==> src/sv/swbd_pkg.sv <==
// Shared constants and types for the spectral watermark bit detector.
// No dependencies; every other file of the block imports this package.
package swbd_pkg;

   // Default geometry of the detector
   localparam int GROUP_SIZE_DEF = 10;
   localparam int BIN_WIDTH_DEF  = 24;

   // Q0.16 unity for the threshold factor
   localparam int Q16_ONE = 65536;

   // Control/status register map
   localparam int CSR_IDX_W  = 4;
   localparam int CSR_DATA_W = 16;
   localparam logic [CSR_IDX_W-1:0] CSR_THRESHOLD_FACTOR = 4'd0;
   localparam logic [CSR_IDX_W-1:0] CSR_MESSAGE_LENGTH   = 4'd1;

   // Register field widths and reset values
   localparam int FACTOR_W = 16;
   localparam int CHAR_W   = 8;
   localparam logic [FACTOR_W-1:0] THRESHOLD_FACTOR_RST = 16'd6554;
   localparam logic [CHAR_W-1:0]   MESSAGE_LENGTH_RST   = 8'd21;

   typedef logic [FACTOR_W-1:0]   factor_type;
   typedef logic [CHAR_W-1:0]     char_type;
   typedef logic [CSR_IDX_W-1:0]  csr_idx_type;
   typedef logic [CSR_DATA_W-1:0] csr_data_type;

endpackage

==> src/sv/swbd_ifs.sv <==
// Handshake channels of the detector: bin input, bit result, register write.
// Depends on swbd_pkg for widths and types.

interface swbd_bin_if
   import swbd_pkg::*;
   #(parameter int BIN_WIDTH = BIN_WIDTH_DEF) ();
   logic                        valid;
   logic                        ready;
   logic signed [BIN_WIDTH-1:0] real_part;
   logic signed [BIN_WIDTH-1:0] imag_part;
   modport source (output valid, real_part, imag_part, input ready);
   modport sink   (input valid, real_part, imag_part, output ready);
endinterface

interface swbd_rsp_if
   import swbd_pkg::*;
   ();
   logic     valid;
   logic     ready;
   logic     decoded_bit;
   char_type char_value;
   logic     char_done;
   logic     message_done;
   modport source (output valid, decoded_bit, char_value, char_done, message_done,
                   input ready);
   modport sink   (input valid, decoded_bit, char_value, char_done, message_done,
                   output ready);
endinterface

interface swbd_csr_if
   import swbd_pkg::*;
   ();
   logic         valid;
   logic         ready;
   csr_idx_type  wr_index;
   csr_data_type wr_data;
   modport source (output valid, wr_index, wr_data, input ready);
   modport sink   (input valid, wr_index, wr_data, output ready);
endinterface

==> src/sv/spectral_watermark_bit_detector_core.sv <==
// Spectral watermark bit detector: one complex bin per input word, one bit word per group.
// Imports swbd_pkg; uses swbd_ifs, swbd_mult and swbd_isqrt.
//
// Each bin passes through these steps: the accepting state, the shared multiplier for the
// squares of the real and the imaginary part, a step to add them, then the bit-serial
// square root, which gives one root bit per cycle, and the store of the magnitude.
// The input is not ready while a bin or a group decision is in progress. The
// last bin of a group is followed by the group decision: two threshold products on the
// same multiplier, then the first GROUP_SIZE-1 stored magnitudes read one by one from the
// group memory to vote. A finished bit word waits in the output register; the next bin is
// accepted meanwhile, and only the following group decision waits for it to be taken.
// The register write port is always ready and takes effect on the next cycle.
module spectral_watermark_bit_detector_core
   import swbd_pkg::*;
   #(
   parameter int GROUP_SIZE = GROUP_SIZE_DEF,
   parameter int BIN_WIDTH  = BIN_WIDTH_DEF
   ) (
   input  logic       clock,
   input  logic       reset,
   swbd_bin_if.sink   req_chan,
   swbd_rsp_if.source rsp_chan,
   swbd_csr_if.sink   csr_chan
);

   localparam int MAG_W  = BIN_WIDTH + 1;
   localparam int POS_W  = $clog2(GROUP_SIZE);
   localparam int SUM_W  = MAG_W + $clog2(GROUP_SIZE);
   localparam int OPB_W  = (BIN_WIDTH > 18) ? BIN_WIDTH : 18;
   localparam int PROD_W = SUM_W + OPB_W;
   localparam int RAD_W  = 2 * BIN_WIDTH;
   localparam int CMP_W  = SUM_W + 18;

   // sequencer codes
   localparam logic [3:0] S_IDLE     = 4'd0;
   localparam logic [3:0] S_SQ_RE    = 4'd1;
   localparam logic [3:0] S_SQ_IM    = 4'd2;
   localparam logic [3:0] S_SQ_ADD   = 4'd3;
   localparam logic [3:0] S_ROOT     = 4'd4;
   localparam logic [3:0] S_REF_LO   = 4'd5;
   localparam logic [3:0] S_REF_HI   = 4'd6;
   localparam logic [3:0] S_REF_WAIT = 4'd7;
   localparam logic [3:0] S_FETCH    = 4'd8;
   localparam logic [3:0] S_CMP      = 4'd9;
   localparam logic [3:0] S_DECIDE   = 4'd10;

   logic [3:0]           state_ff, state_in;
   factor_type           factor_ff, factor_in;
   char_type             length_ff, length_in;
   logic [BIN_WIDTH-1:0] abs_re_ff, abs_re_in;
   logic [BIN_WIDTH-1:0] abs_im_ff, abs_im_in;
   logic [RAD_W-1:0]     radicand_ff, radicand_in;
   logic [SUM_W-1:0]     sum_ff, sum_in;
   logic [POS_W-1:0]     pos_ff, pos_in;
   logic [POS_W-1:0]     vote_idx_ff, vote_idx_in;
   logic [POS_W-1:0]     ones_ff, ones_in;
   logic [CMP_W-1:0]     lo_ref_ff, lo_ref_in;
   logic [CMP_W-1:0]     hi_ref_ff, hi_ref_in;
   char_type             shift_ff, shift_in;
   logic [2:0]           bitpos_ff, bitpos_in;
   char_type             count_ff, count_in;
   logic                 rsp_valid_ff, rsp_valid_in;
   logic                 rsp_bit_ff, rsp_bit_in;
   char_type             rsp_char_ff, rsp_char_in;
   logic                 rsp_cdone_ff, rsp_cdone_in;
   logic                 rsp_mdone_ff, rsp_mdone_in;

   logic [MAG_W-1:0]     store_mem [GROUP_SIZE];
   logic [MAG_W-1:0]     rd_data_ff;

   logic [SUM_W-1:0]     mul_a;
   logic [OPB_W-1:0]     mul_b;
   logic [PROD_W-1:0]    product;
   logic                 root_start;
   logic [RAD_W-1:0]     root_radicand;
   logic                 root_done;
   logic [BIN_WIDTH-1:0] root;
   logic [MAG_W-1:0]     mag;
   logic                 store_we;
   logic [CMP_W-1:0]     lhs;
   logic                 zero_vote;
   logic                 bit_val;
   logic                 rsp_free;
   char_type             shifted;
   logic [2:0]           bitpos_next;
   char_type             count_next;
   logic                 cdone;
   logic                 mdone;

   // shared multiplier and square root
   swbd_mult #(.A_W(SUM_W), .B_W(OPB_W)) u_mult (
      .clock   (clock),
      .op_a    (mul_a),
      .op_b    (mul_b),
      .product (product)
   );

   swbd_isqrt #(.ROOT_W(BIN_WIDTH)) u_isqrt (
      .clock    (clock),
      .reset    (reset),
      .start    (root_start),
      .radicand (root_radicand),
      .done     (root_done),
      .root     (root)
   );

   assign mag           = MAG_W'(root);
   assign root_radicand = radicand_ff + product[RAD_W-1:0];
   assign root_start    = (state_ff == S_SQ_ADD);
   assign store_we      = (state_ff == S_ROOT) && root_done;

   // multiplier operand select
   always_comb begin
      case (state_ff)
         S_SQ_RE: begin
            mul_a = SUM_W'(abs_re_ff);
            mul_b = OPB_W'(abs_re_ff);
         end
         S_SQ_IM: begin
            mul_a = SUM_W'(abs_im_ff);
            mul_b = OPB_W'(abs_im_ff);
         end
         S_REF_LO: begin
            mul_a = sum_ff;
            mul_b = OPB_W'(Q16_ONE) + OPB_W'(factor_ff);
         end
         S_REF_HI: begin
            mul_a = sum_ff;
            mul_b = OPB_W'(3 * Q16_ONE) - OPB_W'(factor_ff);
         end
         default: begin
            mul_a = SUM_W'(abs_re_ff);
            mul_b = OPB_W'(abs_re_ff);
         end
      endcase
   end

   // group memory: written when a root is done, read at the vote index
   always_ff @(posedge clock) begin
      if (store_we) begin
         store_mem[pos_ff] <= mag;
      end
      rd_data_ff <= store_mem[vote_idx_ff];
   end

   // vote of one stored magnitude: 2*G*65536*m against the thresholds
   assign lhs       = (CMP_W'(rd_data_ff) * CMP_W'(2 * GROUP_SIZE)) << 16;
   assign zero_vote = (vote_idx_ff < POS_W'(GROUP_SIZE / 2)) ? (lhs >= lo_ref_ff)
                                                            : (lhs < hi_ref_ff);
   assign bit_val   = ({1'b0, ones_ff, 1'b0} > (POS_W+2)'(GROUP_SIZE - 1));

   // character assembly
   assign shifted     = {shift_ff[CHAR_W-2:0], bit_val};
   assign bitpos_next = bitpos_ff + 3'd1;
   assign cdone       = (bitpos_next == 3'd0);
   assign count_next  = count_ff + 8'd1;
   assign mdone       = cdone && (count_next == length_ff);
   assign rsp_free    = !rsp_valid_ff || rsp_chan.ready;

   // sequencer
   always_comb begin
      state_in     = state_ff;
      abs_re_in    = abs_re_ff;
      abs_im_in    = abs_im_ff;
      radicand_in  = radicand_ff;
      sum_in       = sum_ff;
      pos_in       = pos_ff;
      vote_idx_in  = vote_idx_ff;
      ones_in      = ones_ff;
      lo_ref_in    = lo_ref_ff;
      hi_ref_in    = hi_ref_ff;
      shift_in     = shift_ff;
      bitpos_in    = bitpos_ff;
      count_in     = count_ff;
      rsp_valid_in = rsp_valid_ff && !rsp_chan.ready;
      rsp_bit_in   = rsp_bit_ff;
      rsp_char_in  = rsp_char_ff;
      rsp_cdone_in = rsp_cdone_ff;
      rsp_mdone_in = rsp_mdone_ff;
      case (state_ff)
         S_IDLE: begin
            if (req_chan.valid) begin
               abs_re_in = req_chan.real_part[BIN_WIDTH-1]
                         ? (~req_chan.real_part + 1'b1) : req_chan.real_part;
               abs_im_in = req_chan.imag_part[BIN_WIDTH-1]
                         ? (~req_chan.imag_part + 1'b1) : req_chan.imag_part;
               state_in  = S_SQ_RE;
            end
         end
         S_SQ_RE: begin
            state_in = S_SQ_IM;
         end
         S_SQ_IM: begin
            radicand_in = product[RAD_W-1:0];
            state_in    = S_SQ_ADD;
         end
         S_SQ_ADD: begin
            state_in = S_ROOT;
         end
         S_ROOT: begin
            if (root_done) begin
               sum_in = sum_ff + SUM_W'(mag);
               if (pos_ff == POS_W'(GROUP_SIZE - 1)) begin
                  vote_idx_in = '0;
                  ones_in     = '0;
                  state_in    = S_REF_LO;
               end else begin
                  pos_in   = pos_ff + 1'b1;
                  state_in = S_IDLE;
               end
            end
         end
         S_REF_LO: begin
            state_in = S_REF_HI;
         end
         S_REF_HI: begin
            lo_ref_in = product[CMP_W-1:0];
            state_in  = S_REF_WAIT;
         end
         S_REF_WAIT: begin
            hi_ref_in = product[CMP_W-1:0];
            state_in  = S_FETCH;
         end
         S_FETCH: begin
            state_in = S_CMP;
         end
         S_CMP: begin
            if (!zero_vote) begin
               ones_in = ones_ff + 1'b1;
            end
            if (vote_idx_ff == POS_W'(GROUP_SIZE - 2)) begin
               state_in = S_DECIDE;
            end else begin
               vote_idx_in = vote_idx_ff + 1'b1;
               state_in    = S_FETCH;
            end
         end
         S_DECIDE: begin
            if (rsp_free) begin
               rsp_valid_in = 1'b1;
               rsp_bit_in   = bit_val;
               rsp_char_in  = cdone ? shifted : '0;
               rsp_cdone_in = cdone;
               rsp_mdone_in = mdone;
               shift_in     = shifted;
               bitpos_in    = bitpos_next;
               if (cdone) begin
                  count_in = mdone ? '0 : count_next;
               end
               sum_in   = '0;
               pos_in   = '0;
               state_in = S_IDLE;
            end
         end
         default: begin
            state_in = S_IDLE;
         end
      endcase
   end

   // register writes
   always_comb begin
      factor_in = factor_ff;
      length_in = length_ff;
      if (csr_chan.valid) begin
         case (csr_chan.wr_index)
            CSR_THRESHOLD_FACTOR: factor_in = csr_chan.wr_data;
            CSR_MESSAGE_LENGTH:   length_in = csr_chan.wr_data[CHAR_W-1:0];
            default: ;
         endcase
      end
   end

   always_ff @(posedge clock) begin
      if (reset) begin
         state_ff     <= S_IDLE;
         factor_ff    <= THRESHOLD_FACTOR_RST;
         length_ff    <= MESSAGE_LENGTH_RST;
         sum_ff       <= '0;
         pos_ff       <= '0;
         vote_idx_ff  <= '0;
         ones_ff      <= '0;
         shift_ff     <= '0;
         bitpos_ff    <= '0;
         count_ff     <= '0;
         rsp_valid_ff <= 1'b0;
      end else begin
         state_ff     <= state_in;
         factor_ff    <= factor_in;
         length_ff    <= length_in;
         sum_ff       <= sum_in;
         pos_ff       <= pos_in;
         vote_idx_ff  <= vote_idx_in;
         ones_ff      <= ones_in;
         shift_ff     <= shift_in;
         bitpos_ff    <= bitpos_in;
         count_ff     <= count_in;
         rsp_valid_ff <= rsp_valid_in;
      end
   end

   // payload registers
   always_ff @(posedge clock) begin
      abs_re_ff    <= abs_re_in;
      abs_im_ff    <= abs_im_in;
      radicand_ff  <= radicand_in;
      lo_ref_ff    <= lo_ref_in;
      hi_ref_ff    <= hi_ref_in;
      rsp_bit_ff   <= rsp_bit_in;
      rsp_char_ff  <= rsp_char_in;
      rsp_cdone_ff <= rsp_cdone_in;
      rsp_mdone_ff <= rsp_mdone_in;
   end

   assign req_chan.ready        = (state_ff == S_IDLE);
   assign csr_chan.ready        = 1'b1;
   assign rsp_chan.valid        = rsp_valid_ff;
   assign rsp_chan.decoded_bit  = rsp_bit_ff;
   assign rsp_chan.char_value   = rsp_char_ff;
   assign rsp_chan.char_done    = rsp_cdone_ff;
   assign rsp_chan.message_done = rsp_mdone_ff;

endmodule

==> src/sv/swbd_mult.sv <==
// Shared unsigned multiplier with a registered product.
// Used for the bin squares and the two group thresholds; imports swbd_pkg.
module swbd_mult
   import swbd_pkg::*;
   #(
   parameter int A_W = 29,
   parameter int B_W = 24
   ) (
   input  logic               clock,
   input  logic [A_W-1:0]     op_a,
   input  logic [B_W-1:0]     op_b,
   output logic [A_W+B_W-1:0] product
);

   logic [A_W+B_W-1:0] product_ff;
   logic [A_W+B_W-1:0] product_in;

   // one multiply per cycle, result in the next cycle
   assign product_in = (A_W+B_W)'(op_a) * (A_W+B_W)'(op_b);

   always_ff @(posedge clock) begin
      product_ff <= product_in;
   end

   assign product = product_ff;

endmodule

==> src/sv/swbd_isqrt.sv <==
// Bit-serial truncated square root: one root bit per cycle.
// Imports swbd_pkg; instantiated by the detector core.
module swbd_isqrt
   import swbd_pkg::*;
   #(
   parameter int ROOT_W = 24
   ) (
   input  logic                  clock,
   input  logic                  reset,
   input  logic                  start,
   input  logic [2*ROOT_W-1:0]   radicand,
   output logic                  done,
   output logic [ROOT_W-1:0]     root
);

   localparam int RAD_W = 2 * ROOT_W;
   localparam int REM_W = ROOT_W + 3;
   localparam int CNT_W = $clog2(ROOT_W);

   logic              busy_ff, busy_in;
   logic              done_ff, done_in;
   logic [CNT_W-1:0]  cnt_ff, cnt_in;
   logic [RAD_W-1:0]  rad_ff, rad_in;
   logic [REM_W-1:0]  rem_ff, rem_in;
   logic [ROOT_W-1:0] root_ff, root_in;

   logic [REM_W-1:0]  rem_shift;
   logic [REM_W-1:0]  trial;
   logic              fits;

   // bring down the next two radicand bits and try root*4+1
   assign rem_shift = {rem_ff[REM_W-3:0], rad_ff[RAD_W-1 -: 2]};
   assign trial     = {1'b0, root_ff, 2'b01};
   assign fits      = (rem_shift >= trial);

   always_comb begin
      busy_in = busy_ff;
      done_in = 1'b0;
      cnt_in  = cnt_ff;
      rad_in  = rad_ff;
      rem_in  = rem_ff;
      root_in = root_ff;
      if (start) begin
         busy_in = 1'b1;
         cnt_in  = '0;
         rad_in  = radicand;
         rem_in  = '0;
         root_in = '0;
      end else if (busy_ff) begin
         rad_in  = {rad_ff[RAD_W-3:0], 2'b00};
         rem_in  = fits ? (rem_shift - trial) : rem_shift;
         root_in = {root_ff[ROOT_W-2:0], fits};
         cnt_in  = cnt_ff + 1'b1;
         if (cnt_ff == CNT_W'(ROOT_W - 1)) begin
            busy_in = 1'b0;
            done_in = 1'b1;
         end
      end
   end

   always_ff @(posedge clock) begin
      if (reset) begin
         busy_ff <= 1'b0;
         done_ff <= 1'b0;
         cnt_ff  <= '0;
      end else begin
         busy_ff <= busy_in;
         done_ff <= done_in;
         cnt_ff  <= cnt_in;
      end
   end

   always_ff @(posedge clock) begin
      rad_ff  <= rad_in;
      rem_ff  <= rem_in;
      root_ff <= root_in;
   end

   assign done = done_ff;
   assign root = root_ff;

endmodule
==> src/flat_wrapper.sv <==
// flat-port wrapper written by rule: the top's interface ports become plain ports
module spectral_watermark_bit_detector_core_flat import swbd_pkg::*;
#(
   parameter int GROUP_SIZE = GROUP_SIZE_DEF,
   parameter int BIN_WIDTH  = BIN_WIDTH_DEF
   )
  (clock, reset, req_chan_valid, req_chan_real_part, req_chan_imag_part, req_chan_ready, rsp_chan_valid, rsp_chan_decoded_bit, rsp_chan_char_value, rsp_chan_char_done, rsp_chan_message_done, rsp_chan_ready, csr_chan_valid, csr_chan_wr_index, csr_chan_wr_data, csr_chan_ready);
  swbd_bin_if #(.BIN_WIDTH(BIN_WIDTH)) req_chan_i ();
  swbd_rsp_if rsp_chan_i ();
  swbd_csr_if csr_chan_i ();
  input  logic clock;
  input  logic reset;
  input wire logic [$bits(req_chan_i.valid)-1:0] req_chan_valid;
  input wire logic [$bits(req_chan_i.real_part)-1:0] req_chan_real_part;
  input wire logic [$bits(req_chan_i.imag_part)-1:0] req_chan_imag_part;
  output wire logic [$bits(req_chan_i.ready)-1:0] req_chan_ready;
  output wire logic [$bits(rsp_chan_i.valid)-1:0] rsp_chan_valid;
  output wire logic [$bits(rsp_chan_i.decoded_bit)-1:0] rsp_chan_decoded_bit;
  output wire logic [$bits(rsp_chan_i.char_value)-1:0] rsp_chan_char_value;
  output wire logic [$bits(rsp_chan_i.char_done)-1:0] rsp_chan_char_done;
  output wire logic [$bits(rsp_chan_i.message_done)-1:0] rsp_chan_message_done;
  input wire logic [$bits(rsp_chan_i.ready)-1:0] rsp_chan_ready;
  input wire logic [$bits(csr_chan_i.valid)-1:0] csr_chan_valid;
  input wire logic [$bits(csr_chan_i.wr_index)-1:0] csr_chan_wr_index;
  input wire logic [$bits(csr_chan_i.wr_data)-1:0] csr_chan_wr_data;
  output wire logic [$bits(csr_chan_i.ready)-1:0] csr_chan_ready;
  assign req_chan_i.valid = req_chan_valid;
  assign req_chan_i.real_part = req_chan_real_part;
  assign req_chan_i.imag_part = req_chan_imag_part;
  assign req_chan_ready = req_chan_i.ready;
  assign rsp_chan_valid = rsp_chan_i.valid;
  assign rsp_chan_decoded_bit = rsp_chan_i.decoded_bit;
  assign rsp_chan_char_value = rsp_chan_i.char_value;
  assign rsp_chan_char_done = rsp_chan_i.char_done;
  assign rsp_chan_message_done = rsp_chan_i.message_done;
  assign rsp_chan_i.ready = rsp_chan_ready;
  assign csr_chan_i.valid = csr_chan_valid;
  assign csr_chan_i.wr_index = csr_chan_wr_index;
  assign csr_chan_i.wr_data = csr_chan_wr_data;
  assign csr_chan_ready = csr_chan_i.ready;
  spectral_watermark_bit_detector_core #(.GROUP_SIZE(GROUP_SIZE), .BIN_WIDTH(BIN_WIDTH)) u_core (.clock(clock), .reset(reset), .req_chan(req_chan_i), .rsp_chan(rsp_chan_i), .csr_chan(csr_chan_i));
endmodule
==> config.mk <==
export PLATFORM = sky130hd
export DESIGN_NAME = spectral_watermark_bit_detector_core_flat
export DESIGN_NICKNAME = d
export VERILOG_FILES = /design/src/sv/swbd_pkg.sv /design/src/sv/swbd_ifs.sv /design/src/sv/spectral_watermark_bit_detector_core.sv /design/src/sv/swbd_mult.sv /design/src/sv/swbd_isqrt.sv /design/src/flat_wrapper.sv
export SDC_FILE = /design/constraint.sdc
export NUM_CORES = 2
export LEC_CHECK = 0
export ABC_AREA = 1
export BUFFER_PORTS_ARGS = -buffer_cell sky130_fd_sc_hd__buf_2
export CORE_AREA = 2 2 314 471
export DETAILED_ROUTE_END_ITERATION = 7
export DIE_AREA = 0 0 316 473
export PLACE_DENSITY = 0.64
export SETUP_SLACK_MARGIN = 0.5
export SYNTH_ARGS = -nofsm -noshare
export SYNTH_HDL_FRONTEND = slang
export SYNTH_SLANG_ARGS = --single-unit
==> constraint.sdc <==
create_clock -name clock -period 8.8 [get_ports clock]
set_input_delay 0.44 -clock clock [delete_from_list [all_inputs] [get_ports clock]]
set_output_delay 0.44 -clock clock [all_outputs]
set_load 0.01 [all_outputs]
# ---- After elaboration in Yosys (flattened, before gate mapping)
# Memories as Yosys holds them, arrays and structs flattened. A register that Yosys moved wholly into a read port is not among the register bits.
# Index checks and enable logic that the tools add are counted.
dict set report word_totals {
  mem_bits_rw 240
  in_bits 73
  memories 1
  wordCells 136
  register_bits 466
  output_inout_bits 14
}
dict set report op_classes {
  multipliers 2
  n_reduce_logical 25
  muxes 35
  addsub 13
  order_cmp 5
  eq_ne 22
  bitwise 3
}
# memory depth word_bits read_ports rd_clocked_by_memory_dff write_ports line
set memory_table {}
lappend memory_table {u_core.store_mem 10 24 1 1 1 spectral_watermark_bit_detector_core.sv:68} ;# logic [MAG_W-1:0] store_mem [GROUP_SIZE];
# op n
set op_table {}
lappend op_table {{case mux 29 bit (2 select lines)} 2}
lappend op_table {{two-way mux 48 bit} 2}
lappend op_table {{case mux 24 bit (3 select lines)} 1}
lappend op_table {{two-way mux 29 bit} 2}
lappend op_table {{adder 24 x 1 -> 24 bit, second input constant} 2}
lappend op_table {{adder 48 bit} 1}
lappend op_table {{multiplier 29 x 24 -> 48 bit} 1}
lappend op_table {{inverter 24 bit} 2}
lappend op_table {{greater-or-equal comparator 46 x 47 -> 1 bit} 1}
lappend op_table {{< comparator 46 x 47 -> 1 bit} 1}
lappend op_table {{two-way mux 23 bit} 2}
lappend op_table {{case mux 4 bit (11 select lines)} 1}
lappend op_table {{two-way mux 4 bit} 9}
lappend op_table {{adder 29 x 24 -> 29 bit} 1}
lappend op_table {{multiplier 25 x 3 -> 28 bit, second input constant} 1}
lappend op_table {{greater-or-equal comparator 27 x 26 -> 1 bit} 1}
lappend op_table {{two-way mux 25 bit} 1}
lappend op_table {{subtractor 25 bit} 1}
lappend op_table {{case mux 4 bit (2 select lines)} 3}
lappend op_table {{== test 4 bit, second input constant} 5}
lappend op_table {{subtractor 18 x 16 -> 19 bit, first input constant} 1}
lappend op_table {{adder 17 x 16 -> 18 bit, first input constant} 1}
lappend op_table {{== test 4 x 3 -> 1 bit, second input constant} 4}
lappend op_table {{adder 4 x 1 -> 4 bit, second input constant} 3}
lappend op_table {{27 further kinds} 56}

# ---- Longest topological paths before layout
dict set report logic_depth {
  ltp_word 5
  depth_mapped 40
  ltp_nobuf 39
}

# ---- Modules after synthesis
# From an unflattened synthesis, not the netlist that was laid out.
dict set report unflattened {
  cells_unflattened 7503
  area_unflattened_um2 61023.5
}
# module seq_area_each_um2 n_inst cells_per_inst area_per_inst_um2
set by_module_without_submodules {}
lappend by_module_without_submodules {spectral_watermark_bit_detector_core 15484.9 1 3100 29114.2}
lappend by_module_without_submodules {swbd_mult 1061.0 1 3570 25904.8}
lappend by_module_without_submodules {swbd_isqrt 2562.5 1 833 6004.5}

# ---- Worst setup path before layout
# No wires, ideal clock.
dict set report synth_path {
  kind {register to register}
  start {reg u_core.state_ff[1]}
  end {reg u_core.u_mult.product_ff[31] (netlist: u_core.u_mult.product[31])}
  synth_period_minus_slack_ns 7.521
  path_buffers 2
  path_stages_with_launch 36
  t_arrival_ns 7.450
  setup_ns 0.072
  path_slack_ns 1.279
  required_ns 8.728
  cell_sequence {dfxtp_1 -> inv_2 -> nor2_2 -> inv_2 -> nor2_4 -> buf_2 -> nand2_1 -> o21ai_0 -> inv_1 -> nand4_4 -> buf_4 -> nand2_1 -> fa_1 -> inv_1 -> fa_1 -> inv_1 -> fa_1 -> inv_1 -> fa_1 -> fa_1 -> fa_1 -> inv_1 -> fa_1 -> inv_1 -> ha_1 -> nand2_1 -> nor2_1 -> inv_1 -> nor2_1 -> inv_1 -> nor2_1 -> nand2_1 -> nand3_1 -> a21oi_1 -> o21ai_0 -> xor2_1}
}
dict set report synth_between {
  elab_chain_len 4
  elab_cells_between_ends 7
  cone_classes {mul (1); eq/ne (3); mux (2); reduce/logical (1)}
}
# item line
set synth_rtl {}
lappend synth_rtl {{start, declared} spectral_watermark_bit_detector_core.sv:47} ;# logic [3:0] state_ff, state_in;
lappend synth_rtl {{start signal, assigned} spectral_watermark_bit_detector_core.sv:288} ;# state_ff <= state_in;
lappend synth_rtl {{== test 4 x 3 -> 1 bit} spectral_watermark_bit_detector_core.sv:114} ;# case (state_ff)
lappend synth_rtl {{OR reduction 2 bit (no source line)} --}
lappend synth_rtl {{case mux 29 bit (2 select lines)} spectral_watermark_bit_detector_core.sv:114}
lappend synth_rtl {{multiplier 29 x 24 -> 48 bit (*)} swbd_mult.sv:19} ;# assign product_in = (A_W+B_W)'(op_a) * (A_W+B_W)'(op_b);
lappend synth_rtl {{named net u_core.u_mult.product_in[31]} swbd_mult.sv:16} ;# logic [A_W+B_W-1:0] product_in;
lappend synth_rtl {{end signal, assigned} swbd_mult.sv:22} ;# product_ff <= product_in;
lappend synth_rtl {{end, declared} swbd_mult.sv:15} ;# logic [A_W+B_W-1:0] product_ff;
# Mark *: on every way through the listed nets, which the timed path passes. The rest lies on a longest branch.
# A chain may end at the register's enable or synchronous reset.

# ---- Worst setup path in the final report
dict set report layout_path {
  start {reg u_core.state_ff[0]}
  end {reg u_core.u_mult.product_ff[45] (netlist: u_core.u_mult.product[45])}
}
# Same word-level chain as after synthesis.

==> out/qor.csv <==
stage;metric;value;unit
place;Post-Place Worst Slack;0.1819;ns
clock_network;H-tree depth;3;
hold_path;Hold Path Class;input pin to flop;
clock_network;Clock Latency Late Sink;0.68;ns
grt;largest net degree at the start of global routing;72;
sta;f_max;0.1228;GHz
synthesis;top post-synthesis cells by area;edfxtp_1 25%, fa_1 20%, inv_1 7.9%;
drt;DR vias;45741;
worst_setup_path;Worst Path Max Fanout;16;
clock_network;CTS Root Cell;clkbuf_16;
synthesis;Yosys warning count;0;
cells_and_area;commonest non-fill, non-tap cells in the layout;1,216 x inv_1, 1,031 x nand2_1, 919 x nor2_1, 579 x fa_1, 489 x edfxtp_1;
synthesis;sequential area share after synthesis;0.3285;
sta;normalized max-slew margin;0.1626;
cells_and_area;nets@finish;7820;
cells_and_area;Finished Cell Area;64120;um2
drt;post-route ant nets;0;
synthesis;#FFs+latches synth;705;
synthesis;post-synthesis cell type count;67;
worst_setup_path;crit path max-delay cell type;fa_1;
drt;drt total wl;187400;um
clock_network;CTS tree;yes;
synthesis;post-synth top area share;0.2537;
worst_setup_path;CP required;9.32;ns
sta;# setup viols final;0;
drt;DR iter-0 viols;2918;
sta;Pins Over Slew Limit;0;
clock_network;CTS buffer count;68;
floorplan;io pins;87;
worst_setup_path;critical path data arrival time;8.67;ns
sta;RSZ-0062 raised after global routing;true;
worst_setup_path;Crit Path Category;flop to flop;
cells_and_area;most common cell after layout, fill and taps aside;inv_1;
grt;vias in the first global route;47924;
place;Port Buffers;85;
synthesis;Yosys top cell by area;edfxtp_1;
cells_and_area;synthesis-to-finish area growth;10.79;%
outcome;outcome;finished, violations left;
floorplan;Die Area;149500;um2
sta;Slew @ Worst Pin;1.255;ns
synthesis;asr flop ratio synth;0;
place;HPWL after DPL;147100;um
sta;Final Critical Period;8.144;ns
worst_setup_path;Most Frequent Cell on Critical Path;fa_1;
synthesis;Post-Syn Area;57870;um2
synthesis;top_reg_cell synth;edfxtp_1;
place;placed cell area;60900;um2
drt;Residual DRC;1;
run;# Max-Cap Violations;0;
floorplan;initial core utilization;0.3972;
clock_network;CTS Sinks;705;
cells_and_area;layout cell share with drive strength beyond 1;0.08575;
drt;DR WL/cell;21.34;um
sta;Final Hold Fails;0;
worst_setup_path;CP Launch Type;flop;
floorplan;DIE HEIGHT;473;um
outcome;violated checks;design-rule violations;
place;GPL Wtd Cong;1.010;
synthesis;EDFF count, synth;489;
grt;initial antenna violation count;6;
clock_network;CTS max path bufs;3;
sta;worst clock skew;0.05193;ns
drt;Initial DRT Pass Iterations;8;
worst_setup_path;Critical Path End Type;flop;
floorplan;chip width;316;um
floorplan;core footprint;145700;um2
grt;gr usage total;0.2517;
worst_setup_path;CP peak stage delay;0.79;ns
drt;DR vias/cell;5.210;
synthesis;Mapped Cells;6634;
cells_and_area;final core occ;0.4401;
sta;setup ws final;0.6563;ns
grt;global route overflow;0;
synthesis;syn_area_per_cell;8.723;um2
sta;Setup TNS;0;ns
grt;first-pass GRT wire length;281900;um
sta;Tcrit/Tclk final;0.9254;
clock_network;Clk pin slew, worst setup/hold paths;0.07;ns
floorplan;FP Rows;172;
[worst max-delay path, delay by kind of cell (launching register included)]
family / cells / cell delay (ns)
adders and majority gates: 8 / 4.22
buffers and inverters: 8 / 1.17
and+or+nand+nor: 8 / 1.10
AOI/OAI and AO/OA: 4 / 0.96
DFF: 1 / 0.36
xor gates and xnor gates: 1 / 0.16
[sequential cells by signal, indices dropped and copies added (netlist names), 25 cells and up]
signal / count
u_core.u_isqrt.rad_ff: 48
u_core.lo_ref_ff: 47
u_core.hi_ref_ff: 47
u_core.u_isqrt.rem_ff: 25
u_core.radicand_ff: 48
u_core.store_mem: 240
u_core.sum_ff: 29
u_core.u_mult.product: 48
[final cells by class]
type                            instances  area (um2)
Antenna cell                            8       20.02
Clock inverter                         47       553.0
Timing Repair inverter                  2       17.52
Multi-Input combinational cell       4497       33580
Fill cell                           14274       81580
Clock buffer                           79        1805
Sequential cell                       705       19010
Timing Repair Buffer                  258        1908
Tap cell                             1914        2395
Inverter                             1269        4823
[logic make-up (layout without fill, tap and decap cells)]
logic type      after synthesis  count (layout)  share of synthesized area
xor+xnor                    157             157                    0.02376
fa+ha+maj                   946             946                     0.2807
other cells                   2              24                  0.0001298
flops                       705             705                     0.3285
compound gates              954             955                    0.09491
buf+inv                    1448            1655                    0.09956
simple gates               2422            2423                     0.1725
[per-stage QoR]
stage | hold WS, ns | std cells
after global routing | 0.04627 | 8779
after CTS | 0.02788 | 8737
final | 0.05887 | 8779
after global placement | 0.4453 | 8602
after detailed placement | 0.4547 | 8602
after floorplan | 0.4277 | 6648
[synthesized netlist by cell type, types with 8 or more instances]
cell / n
inv_1: 1222
dfxtp_1: 216
a21oi_1: 334
a31oi_1: 25
nand2_2: 19
o21a_1: 9
o22ai_1: 18
xor2_1: 89
o21ai_2: 12
o21bai_1: 22
nor2_2: 11
clkbuf_1: 86
nand4_1: 48
or2_2: 26
nor4_1: 12
nor2_1: 938
nand2_1: 1034
a21o_1: 21
buf_6: 22
ha_1: 359
a22oi_1: 23
nor2_4: 8
inv_2: 39
o21ai_0: 379
o221ai_1: 31
fa_1: 587
nand3b_1: 10
buf_4: 27
nor3_1: 76
buf_2: 41
edfxtp_1: 489
o211ai_1: 33
nand3_1: 219
a21boi_0: 8
xnor2_1: 68
[path summary, 6_finish.rpt]
kind	from	to	slack [ns]	depth (start not counted)
worst max-delay path	u_core.state_ff[0]	u_core.u_mult.product[45]	0.66	29
worst max register to register	u_core.state_ff[0]	u_core.u_mult.product[45]	0.66	29
worst min register to register	u_core.shift_ff[5]	u_core.shift_ff[6]	0.47	2
worst min-delay path	csr_chan_wr_data[1]	u_core.factor_ff[1]	0.06	3
[per-layer routing]
metal,part of all wire,global-route usage,vias to the layer above
met1,0.35,0.2642,22282
li1,-,-,21397
met2,0.51,0.4584,1479
met5,0,0,-
met3,0.040,0.02352,583
met4,0.095,0.1955,0
[repair_timing]
item / in CTS / in global routing
gates cloned: 0 / 5
setup endpoints to repair: 19 / 31
hold buffers: 9 / 0
pin swaps: 0 / 16
gates resized for setup: 4 / 119
setup buffers: 0 / 29
endpoints found under the hold margin: 10 / 0
Power is not shown: default switching activity piles up to over one toggle a cycle in this logic, so the estimate is an artifact.
